$ cat src/sv/binned_event_histogrammer_core_macros.svh
// ----------------------------------------------------------------------------
// binned event histogrammer assertion macros
// property shorthands for the concurrent checks of the core
// ----------------------------------------------------------------------------
`ifndef BINNED_EVENT_HISTOGRAMMER_CORE_MACROS_SVH
`define BINNED_EVENT_HISTOGRAMMER_CORE_MACROS_SVH

`ifndef SYNTH
`define BHIST_ASSERT_IMP(label, ante, cons) \
    label: assert property (@(posedge i_clk) disable iff (!i_rst_n) (ante) |-> (cons)) \
        else $error("bhist assertion failed");
`define BHIST_ASSERT_NXT(label, ante, cons) \
    label: assert property (@(posedge i_clk) disable iff (!i_rst_n) (ante) |=> (cons)) \
        else $error("bhist assertion failed");
`else
`define BHIST_ASSERT_IMP(label, ante, cons)
`define BHIST_ASSERT_NXT(label, ante, cons)
`endif

`endif

$ cat src/sv/bhist_pkg.sv
// ----------------------------------------------------------------------------
// bhist_pkg
// transaction types, command and status types, bin edge tables and helpers
// ----------------------------------------------------------------------------
package bhist_pkg;

    localparam int EDGE_N = 17;

    localparam logic signed [15:0] PION_CODE = 16'sd211;
    localparam logic signed [15:0] PHI_HI    = 16'sd18000;
    localparam logic signed [15:0] PHI_LO    = -16'sd18000;
    localparam logic signed [16:0] PHI_OFS   = 17'sd18000;
    localparam int PHI_SPAN   = 36000;
    localparam int PHI_RSHIFT = 40;
    localparam logic [24:0] PHI_RECIP = 25'((64'd1 << PHI_RSHIFT) / PHI_SPAN);

    localparam logic [16:0] Q2_EDGES [EDGE_N] = '{
        17'd16384, 17'd19169, 17'd21791, 17'd24740, 17'd28672, 17'd34734, 17'd65536,
        17'd65536, 17'd65536, 17'd65536, 17'd65536, 17'd65536, 17'd65536, 17'd65536,
        17'd65536, 17'd65536, 17'd65536};
    localparam logic [16:0] XB_EDGES [EDGE_N] = '{
        17'd1966, 17'd3113, 17'd3768, 17'd4424, 17'd5407, 17'd9339,
        17'd9339, 17'd9339, 17'd9339, 17'd9339, 17'd9339, 17'd9339, 17'd9339,
        17'd9339, 17'd9339, 17'd9339, 17'd9339};
    localparam logic [16:0] ZH_EDGES [EDGE_N] = '{
        17'd0, 17'd16384,
        17'd16384, 17'd16384, 17'd16384, 17'd16384, 17'd16384, 17'd16384, 17'd16384,
        17'd16384, 17'd16384, 17'd16384, 17'd16384, 17'd16384, 17'd16384, 17'd16384,
        17'd16384};
    localparam logic [16:0] PT2_EDGES [EDGE_N] = '{
        17'd0, 17'd492, 17'd983, 17'd1638, 17'd2949, 17'd16384,
        17'd16384, 17'd16384, 17'd16384, 17'd16384, 17'd16384, 17'd16384, 17'd16384,
        17'd16384, 17'd16384, 17'd16384, 17'd16384};

    typedef struct packed {
        logic              req_type;
        logic              side;
        logic [3:0]        event_target;
        logic [19:0]       q2;
        logic [15:0]       xb;
        logic signed [15:0] particle_id;
        logic [15:0]       zh;
        logic [15:0]       pt2;
        logic signed [15:0] phi;
        logic [7:0]        read_kin_bin;
        logic [7:0]        read_phi_bin;
    } t_hist_req;

    typedef struct packed {
        logic        accepted;
        logic [7:0]  kin_bin;
        logic [7:0]  phi_bin;
        logic [31:0] count;
    } t_hist_res;

    typedef struct packed {
        logic load;
        logic clr;
        logic rd;
        logic wr;
    } t_dp_cmd;

    typedef struct packed {
        logic clr_done;
    } t_dp_sts;

    function automatic logic in_range(input logic [19:0] v,
                                      input logic [16:0] edges [EDGE_N],
                                      input int n);
        return (v > {3'b000, edges[0]}) && (v < {3'b000, edges[n]});
    endfunction

    function automatic logic [3:0] bin_of(input logic [19:0] v,
                                          input logic [16:0] edges [EDGE_N],
                                          input int n);
        logic [3:0] b;
        b = '0;
        for (int k = 1; k < EDGE_N - 1; k++) begin
            if (k < n && v >= {3'b000, edges[k]}) begin
                b = 4'(k);
            end
        end
        return b;
    endfunction

endpackage

$ cat src/sv/bhist_ctrl.sv
// ----------------------------------------------------------------------------
// bhist_ctrl
// sequencer for clearing, bin calculation and counter read-modify-write
// ----------------------------------------------------------------------------
module bhist_ctrl (
    input  logic                 i_clk,
    input  logic                 i_rst_n,
    input  logic                 i_start,
    output logic                 o_busy,
    output bhist_pkg::t_dp_cmd   o_cmd,
    input  bhist_pkg::t_dp_sts   i_sts
);

    localparam logic [2:0] CALC_LAST = 3'd4;

    typedef enum logic [2:0] {
        ST_CLEAR,
        ST_IDLE,
        ST_CALC,
        ST_READ,
        ST_WRITE
    } t_state;

    t_state     r_state, n_state;
    logic [2:0] r_cnt, n_cnt;
    logic       r_busy, n_busy;

    always_comb begin
        n_state = r_state;
        n_cnt   = r_cnt;
        case (r_state)
            ST_CLEAR: begin
                if (i_sts.clr_done) begin
                    n_state = ST_IDLE;
                end
            end
            ST_IDLE: begin
                if (i_start) begin
                    n_state = ST_CALC;
                    n_cnt   = '0;
                end
            end
            ST_CALC: begin
                if (r_cnt == CALC_LAST) begin
                    n_state = ST_READ;
                end else begin
                    n_cnt = r_cnt + 3'd1;
                end
            end
            ST_READ:  n_state = ST_WRITE;
            ST_WRITE: n_state = ST_IDLE;
            default:  n_state = ST_CLEAR;
        endcase
        n_busy = (n_state != ST_IDLE);
    end

    always_ff @(posedge i_clk) begin
        if (!i_rst_n) begin
            r_state <= ST_CLEAR;
            r_cnt   <= '0;
            r_busy  <= 1'b1;
        end else begin
            r_state <= n_state;
            r_cnt   <= n_cnt;
            r_busy  <= n_busy;
        end
    end

    always_comb begin
        o_cmd.load = i_start && !r_busy;
        o_cmd.clr  = (r_state == ST_CLEAR);
        o_cmd.rd   = (r_state == ST_READ);
        o_cmd.wr   = (r_state == ST_WRITE);
    end

    assign o_busy = r_busy;

endmodule

$ cat config.mk
export PLATFORM = sky130hd
export DESIGN_NAME = bhist_ctrl
export DESIGN_NICKNAME = d
export VERILOG_FILES = /design/src/sv/binned_event_histogrammer_core_macros.svh /design/src/sv/bhist_pkg.sv /design/src/sv/bhist_ctrl.sv
export SDC_FILE = /design/constraint.sdc
export NUM_CORES = 1
export LEC_CHECK = 0
export BUFFER_PORTS_ARGS = -buffer_cell sky130_fd_sc_hd__buf_4
export CAP_MARGIN = 20
export CORE_AREA = 5 5 42 44
export DETAILED_ROUTE_END_ITERATION = 6
export DIE_AREA = 0 0 47 49
export PLACE_DENSITY = 0.58
export SYNTH_ARGS = -nofsm -noshare
export SYNTH_HDL_FRONTEND = slang
export SYNTH_SLANG_ARGS = --single-unit
$ cat constraint.sdc
create_clock -name i_clk -period 2.2 [get_ports i_clk]
set_input_delay 0.44 -clock i_clk [delete_from_list [all_inputs] [get_ports i_clk]]
set_output_delay 0.44 -clock i_clk [all_outputs]
set_load 0.02 [all_outputs]
=== Yosys cells after proc, flatten, opt, wreduce, memory -nomap -nowiden ===
Cells that the tools add are included.

* Register bits after elaboration: 7
* Bits in latches: 0
* Memory bits (writable): 0
* ROM bits: 0
* Output and inout bits: 5
* Logic and storage cells: 24
* Memories: 0

* Add/sub/neg operators: 1
* Multipliers: 0
* Divide/modulo/power cells: 0
* Order comparisons: 0
* Equality and inequality tests: 8
* Shifts and indexed selects: 0
* Mux-type cells: 7
* Bitwise logic cells: 0
* Reductions and logical operators: 5

{| class="wikitable"
|+ Operator list
! kind !! number
|-
| 3-bit two-way mux || 5
|-
| 3-bit case mux with 5 select lines || 1
|-
| 3-bit by 2-bit == test with 1-bit output (second input constant) || 2
|-
| 3-bit == test (second input constant) || 2
|-
| 3-bit case mux with 2 select lines || 1
|-
| 2-bit != test (second input constant) || 2
|-
| 3-bit by 1-bit adder with 3-bit output (second input constant) || 1
|-
| 3-bit by 1-bit == test with 1-bit output (second input constant) || 1
|-
| 3-bit zero test || 1
|-
| 3-bit by 1-bit != test with 1-bit output (second input constant) || 1
|-
| 3-bit AND reduction || 1
|-
| 2-bit nonzero test || 1
|-
| 1-bit logical AND || 1
|-
| 1-bit zero test || 1
|}

=== Longest topological paths before layout ===
* Depth after elaboration: 4
* Gate-level depth with buffers: 6

=== Least setup slack after synthesis ===
No wires, ideal clock.

* Path type: register to output
* Start: register r_state[2]
* End: output o_cmd[0] (netlist bit)
* Arrival time: 1044 ps
* Data required time: 1760 ps
* Setup slack: 716 ps
* Cell stages (with the launch flop): 4
* Buffers on the path: 1
* Cells stage by stage: dfxtp_1 -> buf_2 -> inv_1 -> nor3_1

{| class="wikitable"
|+ RTL lines
! what !! line !! text
|-
| start, declared || bhist_ctrl.sv:24 || <nowiki>t_state r_state, n_state;</nowiki>
|-
| start signal, assigned || bhist_ctrl.sv:63 || <nowiki>r_state <= n_state;</nowiki>
|-
| end, declared || bhist_ctrl.sv:10 || <nowiki>output bhist_pkg::t_dp_cmd o_cmd,</nowiki>
|}

==> key figures <==
Run status
  – Status: finished, final reports clean

Layout
  – Share of layout cells above drive strength 1: 0.263
  – Filler cell count in the final layout: 156
  – Storage cell area: 140 sq um
  – Util after Layout: 0.355
  – # nets final: 64
  – Design Area, Final: 498 sq um
  – Antenna cells: 0
  – Area Overhead vs Synth: 19.5%
  – Multi-input gate area: 240 sq um

Placed design
  – RD Place Congestion: 0.731
  – Place WS: 0.796 ns
  – Final HPWL from detailed placement: 537 um
  – I/O Buffers: 8
  – Placed inst area: 472 sq um

Yosys
  – Top FF cell, synth: dfxtp_1
  – Synth Register Bits: 7
  – Largest cells by area after synthesis: dfxtp_1, ha_1, nor3_1, mux2i_1, a2bb2oi_2
  – Number of flops mapped to enable cells by yosys: 0
  – Post-synthesis net count: 55
  – Sequential-to-total area share from yosys stat: 0.336
  – Share of synthesized flip-flops with an asynchronous set or reset: 0
  – Synth top area share: 0.336
  – Synthesized instance count: 49
  – Post-synth top cells: dfxtp_1, nor3_1, inv_1, nand2_1, nor2_1
  – Count leader, synth: dfxtp_1
  – Ys Warns: 0
  – Leading area contributor after synthesis: dfxtp_1
  – Syn Area/Cell: 8.50 sq um
  – Post-synthesis cell type count: 27
  – Synthesized cell area: 417 sq um

Power
  – Max IR drop VDD: 0.000296 V
  – P_leak: 0.214 nW
  – Design Power: 0.319 mW
  – Pwr/cell area: 640 mW/mm^2

Clock network
  – Worst skew pair latency: 0.25 ns
  – H-tree depth: 1
  – TritonCTS Sinks: 7
  – Hold_buf cts: 0
  – CTS buffer count: 3
  – CTS root buf: clkbuf_4
  – CTS tree: built
  – Setup bufs post-CTS: 0
  – Clk buf depth: 2
  – Post-cts resize count: 0
  – Worst-path clk slew: 0.05 ns

Timing
  – Slew headroom: 0.757
  – RSZ-0062 raised after global routing: no
  – Worst Skew: 0.000776 ns
  – Min Tclk post-route: 1.69 ns
  – Peak Freq: 590 MHz
  – Final cycle utilization of the critical path: 0.770
  – Slew @ Worst Pin: 0.364 ns
  – Final hold viol count: 0
  – Final setup fails: 0
  – Final Max Tran Viols: 0
  – PnR worst setup slack: 0.506 ns
  – Final setup TNS: 0 ns

Routing
  – Wire length per cell: 10.3 um
  – Drt total wl: 751 um
  – Initial drt markers: 9
  – Antenna Nets Post-Route: 0
  – Via count: 349
  – Drc violations: 0
  – Drt pass-1 iters: 4
  – Vias per cell: 4.78

Global route
  – Initial antenna violation count: 0
  – Vias in the first global route: 305
  – Pin count of the biggest net entering global routing: 13
  – Grt ovf: 0
  – Total GRT Usage: 0.0769
  – First-pass GRT wire length: 1210 um

Die
  – I/O pin count: 9
  – Core area: 0.00140 sq mm
  – Die area: 0.00230 sq mm
  – # rows: 14
  – Die width: 47 um
  – Chip height: 49 um
  – Initial Util: 0.297

Worst setup path
  – CP Capture Type: output pin
  – Slowest stage delay, CP: 0.51 ns
  – Critical path's top delay family: flip-flops
  – Setup Crit Path Kind: register to output pin
  – WP buf/inv: 2
  – Crit-path slowest cell: dfxtp_1
  – Crit path cell chain: inv_1, nor3_1, buf_4
  – Arrival time worst endpoint: 1.25 ns
  – Worst EP required: 1.76 ns
  – Startpoint Class: register
  – Max Fanout on Critical Path: 11

Run
  – Max cap viols: 0

Hold path
  – HP Class: input pin to register
[area by class of cell]
class                           count  area share
Sequential cell                     7       0.281
Multi-Input combinational cell     35       0.482
Timing Repair Buffer                8       0.121
Clock buffer                        4      0.0528
Tap cell                           16      0.0402
Inverter                            3      0.0226
[sequential cells by signal (all words and copies together) (netlist names)]
| name | cells |
|---|---|
| r_state | 3 |
| o_busy | 1 |
| r_cnt | 3 |
[where the power goes]
part | internal (mW) | total [mW] | switching, mW
Sequential | 0.133 | 0.144 | 0.0111
Combinational | 0.0285 | 0.0556 | 0.0271
Clock | 0.0694 | 0.119 | 0.0499
[layout by cell type (no fill, tap or decap), types with 2 or more instances in the layout]
cell / count
ha_1: 2
o21a_1: 2
nand2_1: 3
buf_4: 8
clkbuf_4: 3
nor2_1: 3
nor3_1: 5
inv_1: 3
nand2b_1: 2
dfxtp_1: 7
mux2i_1: 2
nand3_1: 2
[per-layer routing]
layer,track usage,routed length (um)
met1,0.0993,359
met2,0.0905,332
met3,0.0332,35
met4,0.0691,23
met5,0,0
[path summary, 6_finish.rpt]
kind                                 start       end  slack, ns  depth (start not counted)
worst max register to register  r_state[1]  r_cnt[2]       0.81                          4
worst min-delay path               i_rst_n    o_busy       0.44                          2
worst max-delay path            r_state[2]  o_cmd[0]       0.51                          3
worst min register to register    r_cnt[0]  r_cnt[0]       0.48                          2
[stage by stage]
| stage | hold WS, ns | instances |
|---|---|---|
| 2_1_floorplan | 0.451 | 49 |
| 3_3_place_gp | 0.466 | 69 |
| 3_5_place_dp | 0.474 | 69 |
| 4_1_cts | 0.429 | 73 |
| 5_1_grt | 0.430 | 73 |
| 6_report | 0.438 | 73 |
[logic make-up after synthesis]
family                   Yosys count  share of synthesized area
AO/OA/AOI/OAI                      8                      0.153
adder cells (fa/ha/maj)            2                     0.0601
buffers and inverters              7                     0.0871
flip-flops                         7                      0.336
multiplexers                       2                     0.0480
AND/OR/NAND/NOR                   23                      0.315
(Power assumes the default switching activity.)
